--- src/rtl/pdf_lsd_pkg.sv ---
`default_nettype none
// ----------------------------------------------------------------------------
// PDF literal string decoder package
// Shared types, character codes and the escape table of the decoder.
// ----------------------------------------------------------------------------
package pdf_lsd_pkg;

    localparam int unsigned BYTE_W       = 8;
    localparam int unsigned KIND_W       = 2;
    localparam int unsigned LEN_W        = 16;
    localparam int unsigned OCT_W        = 9;
    localparam int unsigned FIFO_DEPTH   = 4;
    localparam logic [LEN_W-1:0] MAX_LENGTH_RESET = 16'd32767;
    localparam logic [LEN_W-1:0] DEPTH_MAX        = 16'hFFFF;

    localparam logic [BYTE_W-1:0] CH_LPAREN = 8'h28;
    localparam logic [BYTE_W-1:0] CH_RPAREN = 8'h29;
    localparam logic [BYTE_W-1:0] CH_BSLASH = 8'h5C;
    localparam logic [BYTE_W-1:0] CH_ZERO   = 8'h30;
    localparam logic [BYTE_W-1:0] CH_SEVEN  = 8'h37;
    localparam logic [BYTE_W-1:0] CH_N      = 8'h6E;
    localparam logic [BYTE_W-1:0] CH_R      = 8'h72;
    localparam logic [BYTE_W-1:0] CH_T      = 8'h74;
    localparam logic [BYTE_W-1:0] CH_B      = 8'h62;
    localparam logic [BYTE_W-1:0] CH_F      = 8'h66;

    typedef enum logic [KIND_W-1:0] {
        KIND_DATA  = 2'd0,
        KIND_END   = 2'd1,
        KIND_ERROR = 2'd2
    } kind_t;

    typedef struct packed {
        logic [BYTE_W-1:0] data;
        kind_t             kind;
    } res_t;

    typedef struct packed {
        logic two;
        res_t res0;
        res_t res1;
    } entry_t;

    typedef struct packed {
        logic              hit;
        logic [BYTE_W-1:0] data;
    } esc_t;

    function automatic esc_t esc_map(input logic [BYTE_W-1:0] b);
        esc_t r;
        r.hit  = 1'b1;
        r.data = b;
        unique case (b)
            CH_N:      r.data = 8'h0A;
            CH_R:      r.data = 8'h0D;
            CH_T:      r.data = 8'h09;
            CH_B:      r.data = 8'h08;
            CH_F:      r.data = 8'h0C;
            CH_LPAREN,
            CH_RPAREN,
            CH_BSLASH: r.data = b;
            default:   r.hit  = 1'b0;
        endcase
        return r;
    endfunction

    function automatic logic is_octal(input logic [BYTE_W-1:0] b);
        return (b >= CH_ZERO) && (b <= CH_SEVEN);
    endfunction

endpackage
`default_nettype wire

--- src/rtl/pdf_lsd_front.sv ---
`default_nettype none
// ----------------------------------------------------------------------------
// PDF literal string decoder front end
// Accepts raw bytes, tracks string state and classifies each byte into zero,
// one or two result records for the queue.
// ----------------------------------------------------------------------------
module pdf_lsd_front (
    input  wire logic                           aclk,
    input  wire logic                           aresetn,
    input  wire logic                           cfg_we,
    input  wire logic [pdf_lsd_pkg::LEN_W-1:0]  cfg_wdata,
    input  wire logic                           in_valid,
    input  wire logic [pdf_lsd_pkg::BYTE_W-1:0] in_byte,
    input  wire logic                           in_end,
    input  wire logic                           q_full,
    output logic                                in_ready,
    output logic                                push,
    output pdf_lsd_pkg::entry_t                 push_entry
);
    import pdf_lsd_pkg::*;

    logic [LEN_W-1:0] max_len_reg;
    logic             in_str_reg, in_str_next;
    logic             esc_reg, esc_next;
    logic [OCT_W-1:0] oval_reg, oval_next;
    logic [1:0]       odig_reg, odig_next;
    logic [LEN_W-1:0] depth_reg, depth_next;
    logic [LEN_W-1:0] cnt_reg, cnt_next;

    res_t             flush_res, main_res;
    logic             flush_vld, main_vld, go_idle;
    logic [LEN_W-1:0] cnt_use;
    esc_t             em;
    logic             accept;

    assign in_ready = !q_full;
    assign accept   = in_valid && in_ready;
    assign em       = esc_map(in_byte);

    always_comb begin
        in_str_next = in_str_reg;
        esc_next    = esc_reg;
        oval_next   = oval_reg;
        odig_next   = odig_reg;
        depth_next  = depth_reg;
        cnt_next    = cnt_reg;
        flush_vld   = 1'b0;
        main_vld    = 1'b0;
        flush_res   = '{data: '0, kind: KIND_DATA};
        main_res    = '{data: '0, kind: KIND_DATA};
        go_idle     = 1'b0;
        cnt_use     = cnt_reg;
        if (!in_str_reg) begin
            if (!in_end) begin
                if (in_byte == CH_LPAREN) begin
                    go_idle     = 1'b1;
                    in_str_next = 1'b1;
                end else begin
                    main_vld      = 1'b1;
                    main_res.kind = KIND_ERROR;
                    go_idle       = 1'b1;
                end
            end
        end else if (in_end) begin
            main_vld      = 1'b1;
            main_res.kind = KIND_ERROR;
            go_idle       = 1'b1;
        end else if (esc_reg) begin
            esc_next = 1'b0;
            if (is_octal(in_byte)) begin
                oval_next = OCT_W'(in_byte - CH_ZERO);
                odig_next = 2'd1;
            end else begin
                main_vld = 1'b1;
                if (!em.hit || cnt_reg >= max_len_reg) begin
                    main_res.kind = KIND_ERROR;
                    go_idle       = 1'b1;
                end else begin
                    main_res.data = em.data;
                    cnt_next      = cnt_reg + 1'b1;
                end
            end
        end else if (odig_reg != 2'd0 && odig_reg != 2'd3 && is_octal(in_byte)) begin
            oval_next = {oval_reg[OCT_W-4:0], in_byte[2:0]};
            odig_next = odig_reg + 1'b1;
        end else begin
            if (odig_reg != 2'd0) begin
                flush_vld = 1'b1;
                odig_next = 2'd0;
                oval_next = '0;
                if (cnt_reg >= max_len_reg) begin
                    flush_res.kind = KIND_ERROR;
                    go_idle        = 1'b1;
                end else begin
                    flush_res.data = oval_reg[BYTE_W-1:0];
                    cnt_use        = cnt_reg + 1'b1;
                    cnt_next       = cnt_use;
                end
            end
            if (!go_idle) begin
                priority if (in_byte == CH_BSLASH) begin
                    esc_next = 1'b1;
                end else if (in_byte == CH_RPAREN && depth_reg == '0) begin
                    main_vld      = 1'b1;
                    main_res.kind = KIND_END;
                    go_idle       = 1'b1;
                end else if ((in_byte == CH_LPAREN && depth_reg == DEPTH_MAX)
                             || cnt_use >= max_len_reg) begin
                    main_vld      = 1'b1;
                    main_res.kind = KIND_ERROR;
                    go_idle       = 1'b1;
                end else begin
                    main_vld      = 1'b1;
                    main_res.data = in_byte;
                    cnt_next      = cnt_use + 1'b1;
                    if (in_byte == CH_LPAREN) begin
                        depth_next = depth_reg + 1'b1;
                    end else if (in_byte == CH_RPAREN) begin
                        depth_next = depth_reg - 1'b1;
                    end
                end
            end
        end
        if (go_idle) begin
            esc_next   = 1'b0;
            oval_next  = '0;
            odig_next  = 2'd0;
            depth_next = '0;
            cnt_next   = '0;
            if (in_str_reg || in_byte != CH_LPAREN || in_end) begin
                in_str_next = 1'b0;
            end
        end
    end

    always_comb begin
        push = accept && (flush_vld || main_vld);
        if (flush_vld) begin
            push_entry = '{two: main_vld, res0: flush_res, res1: main_res};
        end else begin
            push_entry = '{two: 1'b0, res0: main_res, res1: main_res};
        end
    end

    always_ff @(posedge aclk) begin
        if (!aresetn) begin
            max_len_reg <= MAX_LENGTH_RESET;
            in_str_reg  <= 1'b0;
            esc_reg     <= 1'b0;
            oval_reg    <= '0;
            odig_reg    <= 2'd0;
            depth_reg   <= '0;
            cnt_reg     <= '0;
        end else begin
            if (cfg_we) begin
                max_len_reg <= cfg_wdata;
            end
            if (accept) begin
                in_str_reg <= in_str_next;
                esc_reg    <= esc_next;
                oval_reg   <= oval_next;
                odig_reg   <= odig_next;
                depth_reg  <= depth_next;
                cnt_reg    <= cnt_next;
            end
        end
    end

endmodule
`default_nettype wire

--- src/rtl/pdf_lsd_fifo.sv ---
`default_nettype none
// ----------------------------------------------------------------------------
// PDF literal string decoder result queue
// Short register queue of result records between the front and back ends.
// ----------------------------------------------------------------------------
module pdf_lsd_fifo #(
    parameter int unsigned DEPTH = pdf_lsd_pkg::FIFO_DEPTH
) (
    input  wire logic                aclk,
    input  wire logic                aresetn,
    input  wire logic                push,
    input  wire pdf_lsd_pkg::entry_t push_entry,
    input  wire logic                pop,
    output logic                     full,
    output logic                     not_empty,
    output pdf_lsd_pkg::entry_t      head
);
    import pdf_lsd_pkg::*;

    localparam int unsigned AW = (DEPTH > 1) ? $clog2(DEPTH) : 1;
    localparam int unsigned CW = $clog2(DEPTH + 1);
    localparam logic [AW-1:0] LAST_PTR = AW'(DEPTH - 1);
    localparam logic [CW-1:0] FULL_CNT = CW'(DEPTH);

    entry_t          mem [DEPTH];
    logic [AW-1:0]   wr_ptr_reg, rd_ptr_reg;
    logic [CW-1:0]   count_reg;
    logic            do_push, do_pop;

    assign full      = (count_reg == FULL_CNT);
    assign not_empty = (count_reg != '0);
    assign head      = mem[rd_ptr_reg];
    assign do_push   = push && !full;
    assign do_pop    = pop && not_empty;

    always_ff @(posedge aclk) begin
        if (do_push) begin
            mem[wr_ptr_reg] <= push_entry;
        end
    end

    always_ff @(posedge aclk) begin
        if (!aresetn) begin
            wr_ptr_reg <= '0;
            rd_ptr_reg <= '0;
            count_reg  <= '0;
        end else begin
            if (do_push) begin
                wr_ptr_reg <= (wr_ptr_reg == LAST_PTR) ? '0 : wr_ptr_reg + 1'b1;
            end
            if (do_pop) begin
                rd_ptr_reg <= (rd_ptr_reg == LAST_PTR) ? '0 : rd_ptr_reg + 1'b1;
            end
            unique case ({do_push, do_pop})
                2'b10:   count_reg <= count_reg + 1'b1;
                2'b01:   count_reg <= count_reg - 1'b1;
                default: count_reg <= count_reg;
            endcase
        end
    end

endmodule
`default_nettype wire

--- src/rtl/pdf_lsd_back.sv ---
`default_nettype none
// ----------------------------------------------------------------------------
// PDF literal string decoder back end
// Takes result records from the queue and sends their one or two results
// on the output stream.
// ----------------------------------------------------------------------------
module pdf_lsd_back (
    input  wire logic                           aclk,
    input  wire logic                           aresetn,
    input  wire logic                           q_not_empty,
    input  wire pdf_lsd_pkg::entry_t            q_head,
    output logic                                q_pop,
    output logic                                out_valid,
    input  wire logic                           out_ready,
    output logic [pdf_lsd_pkg::BYTE_W-1:0]      out_byte,
    output logic [pdf_lsd_pkg::KIND_W-1:0]      out_kind,
    output logic                                out_last
);
    import pdf_lsd_pkg::*;

    logic   valid_reg;
    logic   phase_reg;
    entry_t ent_reg;
    res_t   cur;
    logic   done;

    assign cur       = phase_reg ? ent_reg.res1 : ent_reg.res0;
    assign out_valid = valid_reg;
    assign out_byte  = cur.data;
    assign out_kind  = cur.kind;
    assign out_last  = !ent_reg.two || phase_reg;
    assign done      = !valid_reg || (out_ready && out_last);
    assign q_pop     = done && q_not_empty;

    always_ff @(posedge aclk) begin
        if (!aresetn) begin
            valid_reg <= 1'b0;
            phase_reg <= 1'b0;
        end else if (done) begin
            valid_reg <= q_not_empty;
            phase_reg <= 1'b0;
        end else if (out_ready) begin
            phase_reg <= 1'b1;
        end
    end

    always_ff @(posedge aclk) begin
        if (q_pop) begin
            ent_reg <= q_head;
        end
    end

endmodule
`default_nettype wire

--- src/rtl/pdf_literal_string_decoder.sv ---
`default_nettype none
// ----------------------------------------------------------------------------
// PDF literal string decoder
// Decodes PDF literal strings from a byte stream into data bytes, end
// markers and errors.
// ----------------------------------------------------------------------------
// The block takes one raw byte per cycle and each byte leaves the front end
// in the cycle it is accepted. A byte gives zero, one or two results; the
// output port sends one result per cycle while m_tready is high, so a
// byte that flushes a pending octal escape and then yields a second result
// sends them in turn. A small result queue sits between the front end and
// the output stage, so input is stalled only while that queue is full.
// ----------------------------------------------------------------------------
module pdf_literal_string_decoder #(
    parameter int unsigned FIFO_DEPTH = pdf_lsd_pkg::FIFO_DEPTH
) (
    input  wire logic                           aclk,
    input  wire logic                           aresetn,
    input  wire logic                           cfg_we,
    input  wire logic [pdf_lsd_pkg::LEN_W-1:0]  cfg_wdata,   // max_length
    input  wire logic                           s_tvalid,
    output logic                                s_tready,
    input  wire logic [pdf_lsd_pkg::BYTE_W-1:0] s_tdata,     // in_byte
    input  wire logic                           s_tlast,     // stream_end
    output logic                                m_tvalid,
    input  wire logic                           m_tready,
    output logic [pdf_lsd_pkg::BYTE_W-1:0]      m_tdata,     // out_byte
    output logic [pdf_lsd_pkg::KIND_W-1:0]      m_tuser,     // kind
    output logic                                m_tlast      // last
);
    import pdf_lsd_pkg::*;

    logic   q_full, q_not_empty, q_push, q_pop;
    entry_t q_in, q_head;

    pdf_lsd_front u_front (
        .aclk       (aclk),
        .aresetn    (aresetn),
        .cfg_we     (cfg_we),
        .cfg_wdata  (cfg_wdata),
        .in_valid   (s_tvalid),
        .in_byte    (s_tdata),
        .in_end     (s_tlast),
        .q_full     (q_full),
        .in_ready   (s_tready),
        .push       (q_push),
        .push_entry (q_in)
    );

    pdf_lsd_fifo #(
        .DEPTH (FIFO_DEPTH)
    ) u_fifo (
        .aclk       (aclk),
        .aresetn    (aresetn),
        .push       (q_push),
        .push_entry (q_in),
        .pop        (q_pop),
        .full       (q_full),
        .not_empty  (q_not_empty),
        .head       (q_head)
    );

    pdf_lsd_back u_back (
        .aclk        (aclk),
        .aresetn     (aresetn),
        .q_not_empty (q_not_empty),
        .q_head      (q_head),
        .q_pop       (q_pop),
        .out_valid   (m_tvalid),
        .out_ready   (m_tready),
        .out_byte    (m_tdata),
        .out_kind    (m_tuser),
        .out_last    (m_tlast)
    );

    a_kind_legal: assert property (@(posedge aclk) disable iff (!aresetn)
        m_tvalid |-> (m_tuser == KIND_DATA || m_tuser == KIND_END || m_tuser == KIND_ERROR))
        else $error("result kind out of range");

    a_marker_zero: assert property (@(posedge aclk) disable iff (!aresetn)
        (m_tvalid && m_tuser != KIND_DATA) |-> (m_tdata == '0))
        else $error("end marker or error carries a nonzero byte");

    a_first_is_data: assert property (@(posedge aclk) disable iff (!aresetn)
        (m_tvalid && !m_tlast) |-> (m_tuser == KIND_DATA))
        else $error("first of two results is not a data byte");

    a_no_push_full: assert property (@(posedge aclk) disable iff (!aresetn)
        q_full |-> !s_tready)
        else $error("input accepted while the result queue is full");

endmodule
`default_nettype wire
--- config.mk ---
export PLATFORM = sky130hd
export DESIGN_NAME = pdf_literal_string_decoder
export DESIGN_NICKNAME = d
export VERILOG_FILES = /design/src/rtl/pdf_lsd_pkg.sv /design/src/rtl/pdf_lsd_front.sv /design/src/rtl/pdf_lsd_fifo.sv /design/src/rtl/pdf_lsd_back.sv /design/src/rtl/pdf_literal_string_decoder.sv
export SDC_FILE = /design/constraint.sdc
export NUM_CORES = 1
export LEC_CHECK = 0
export BUFFER_PORTS_ARGS = -buffer_cell sky130_fd_sc_hd__buf_2
export CAP_MARGIN = 20
export CORE_MARGIN = 2
export CORE_UTILIZATION = 62
export DETAILED_ROUTE_END_ITERATION = 7
export MAX_ROUTING_LAYER = met4
export PLACE_DENSITY = 0.8
export SLEW_MARGIN = 20
export SYNTH_ARGS = -nofsm -noshare
export SYNTH_HDL_FRONTEND = slang
export SYNTH_SLANG_ARGS = --single-unit
--- constraint.sdc ---
create_clock -name aclk -period 6.5 [get_ports aclk]
set_input_delay 0.975 -clock aclk [delete_from_list [all_inputs] [get_ports aclk]]
set_output_delay 0.975 -clock aclk [all_outputs]
set_load 0.03 [all_outputs]
==> flow_summary.toml <==
[layout]
drive_above_1_share = 0.1450
final_nets = 1077
post-route-util = 0.6907
fillers = 1222
diodes = 0
area_delta_synth_final_pct = 9.926
largest_register_ffs = 84

[cts]
ctsResizeCount = 0
cts_hold_buf = 0
cts-root-buf = "clkbuf_16"
clk_latency_ps = 440
clockBufferDepth = 2
cts_inserted_buffers = 17
cts_setup_buffers = 0
clkTransAtPathRegs_ps = 70
htreeDepth = 4
tritoncts = "built"
cts_num_sinks = 174

[timing]
finalSetupViolCount = 0
timing.hold.ws_ps = 463.4
tightest_slew_ps = 1133
hold_violations = 0
slew_violations = 0
finalCritPeriodShare = 0.8960
timing.slew.headroom = 0.2439
fmax_mhz = 171.7
fin_tns_setup_ps = 0
fin_ws_ps = 676.1
finClkSkew_ps = 10.14
fin_crit_ps = 5824
grt_setup_unrepaired = "false"

[yosys]
async_flop_share = 0
seq_area_frac_synth = 0.4576
ys_seq_elements = 174
syn_inst = 958
synth_common_cells = "105 x edfxtp_1, 94 x nand2_1, 69 x dfxtp_1"
syn_area_sq_mm = 0.009908
ys_warn_count = 0
synth_top_area_share = 0.3182
synth.avg_cell_area_sq_um = 10.34
synth_area_leaders = "edfxtp_1 32%, dfxtp_1 14%, ha_1 7.3%"
synth-edff-count = 105
ys_types = 80
synth_most_common_cell = "edfxtp_1"
synth_ff_type = "edfxtp_1"
syn_nets = 1048
synth_area_leader_cell = "edfxtp_1"

[route]
via_per_inst = 6.477
vias = 7876
wl_per_cell_um = 20.15
final_antenna_net_count = 0
drc = 0
first_pass_iters = 5
drt_iter0_markers = 737
wirelength_um = 24500

[global_route]
grt_max_degree = 34
grt_pass1_vias = 7383
grt_first_pass_wirelength_um = 38820
grt_usage = 0.3066
antenna_found_initial = 0
grt_overflow = 0

[floorplan]
io_pins = 43
core_sq_mm = 0.01577
die_y_um = 130.4
fp-row-count = 46
start_util = 0.6283
fp.dieW_um = 130.4
dieArea_sq_mm = 0.01701

[place]
post-place-ws_ps = 847.9
dpl.hpwl_um = 17050
gp_congestion = 1.023
port_buffers = 42

[worst_setup_path]
cpPeakStageDelay_ps = 590
crit_path_end_kind = "flip-flop"
cpMaxStageDelayCell = "a211oi_2"
path_max_fanout = 21
startpoint_type = "flip-flop"
cp.required_ps = 6870
reg2reg_to = "u_front.depth_reg[4]$_SDFFE_PN0P_"
r2r_start = "u_front.cnt_reg[7]$_SDFFE_PN0P_"
cp.arrival_ps = 6200
cp_top_family = "compound AO/OA/AOI/OAI gates"
cp_num_buf_inv = 1
path_class = "reg2reg"
cp_cell_sequence = "ha_1, a21oi_1, o21ai_0, a211oi_2, nand2_1, or2_2, xnor2_1, ha_1, nand4_1, o31ai_1, a221oi_4, and2_4, a21oi_2, o21ai_2, buf_4, a21o_1, or4_1, a21oi_1"
r2r_cells = 18
rrSetupSlack_ps = 680

[pwr]
power.static_leakage_uw = 0.004149
p_per_area_mw_per_mm2 = 297.2
worst_ir_drop_vdd_uv = 201.2

[run_status]
status = "finished, final reports clean"

[worst_hold_path]
hold_class = "reg2reg"
holdPathEnd = "u_front.oval_reg[7]$_SDFFE_PN0P_"
hp-start = "u_front.oval_reg[7]$_SDFFE_PN0P_"
min_path_cells = 2

[job]
cap_viol_max_count = 0
where the power goes:
| group | switching (uW) | internal [uW] |
|---|---|---|
| combinational | 464 | 321 |
| clock | 489 | 547 |
| sequential | 75.1 | 1340 |
| total | 1030 | 2210 |
layout by cell type (no fill, tap or decap), types with 12 or more instances in the layout:
cell,synthesis,routed
nor3_1,19,19
nand4_1,18,18
a21oi_1,68,67
dfxtp_1,69,69
nor2_1,58,58
ha_1,58,58
clkbuf_16,0,17
or3_1,21,21
a21o_1,15,15
edfxtp_1,105,105
mux2_2,12,12
o21ai_0,29,29
buf_2,8,42
and3_1,14,14
nand3_1,55,55
xnor2_1,23,23
nand2_1,94,94
o211ai_1,17,17
inv_1,43,43
mux4_2,21,21
a31oi_1,13,13
final cells by class:
| class | count | area [sq um] | area share |
|---|---|---|---|
| sequential | 174 | 4534 | 0.4163 |
| clock buffer | 17 | 425.4 | 0.03906 |
| clock inverter | 15 | 167.7 | 0.01539 |
| timing repair buffer | 53 | 292.8 | 0.02688 |
| tap | 216 | 270.3 | 0.02481 |
| inverter | 43 | 161.4 | 0.01482 |
| multi-input combinational | 698 | 5040 | 0.4627 |
cell families after synthesis:
logic type                 synth area share
xor gates and xnor gates            0.03005
AOI/OAI and AO/OA                    0.1472
and+or+nand+nor                      0.1840
buffers and inverters               0.03435
adders and majority gates           0.07728
muxes                               0.06945
DFF                                  0.4576
through the flow:
| stage | instance area [sq um] | cells | power, uW |
|---|---|---|---|
| 6_report | 10890 | 1216 | 3237 |
| 5_1_grt | 10890 | 1216 | 3383 |
| 4_1_cts | 10890 | 1216 | 3244 |
| 3_5_place_dp | 10300 | 1184 | 2219 |
| 3_3_place_gp | 10300 | 1184 | 2184 |
| 2_1_floorplan | 9908 | 958 | 2012 |
worst reg2reg max path, delay by kind of cell (launching register included):
kind	cells	cell delay (ps)
compound gates	9	2410
xor+xnor	1	170
fa+ha+maj	2	690
buf+inv	1	240
flops	1	560
simple gates	5	1660
how the worst max path moves through the flow:
| stage | startpoint | cells past startpoint | to | slack [ps] |
|---|---|---|---|---|
| after CTS | u_front.cnt_reg[7]$_SDFFE_PN0P_ | 18 | u_front.depth_reg[4]$_SDFFE_PN0P_ | 750 |
| after global placement | u_front.cnt_reg[7]$_SDFFE_PN0P_ | 18 | u_front.depth_reg[4]$_SDFFE_PN0P_ | 1040 |
| final | u_front.cnt_reg[7]$_SDFFE_PN0P_ | 18 | u_front.depth_reg[4]$_SDFFE_PN0P_ | 680 |
| after detailed placement | u_front.cnt_reg[5]$_SDFFE_PN0P_ | 18 | u_front.depth_reg[15]$_SDFFE_PN0P_ | 850 |
| after global routing | u_front.cnt_reg[7]$_SDFFE_PN0P_ | 18 | u_front.depth_reg[4]$_SDFFE_PN0P_ | 220 |
| after floorplan | u_front.cnt_reg[0]$_SDFFE_PN0P_ | 20 | u_front.depth_reg[4]$_SDFFE_PN0P_ | 1610 |
per-layer routing:
layer / GRT usage / vias up / wire (um)
li1: - / 3702 / -
met1: 0.3971 / 3732 / 10600
met2: 0.4866 / 368 / 11570
met3: 0.05741 / 74 / 1628
met4: 0.1139 / 0 / 707
met5: - / - / 0
No activity file was read; power rests on OpenSTA's default activity.
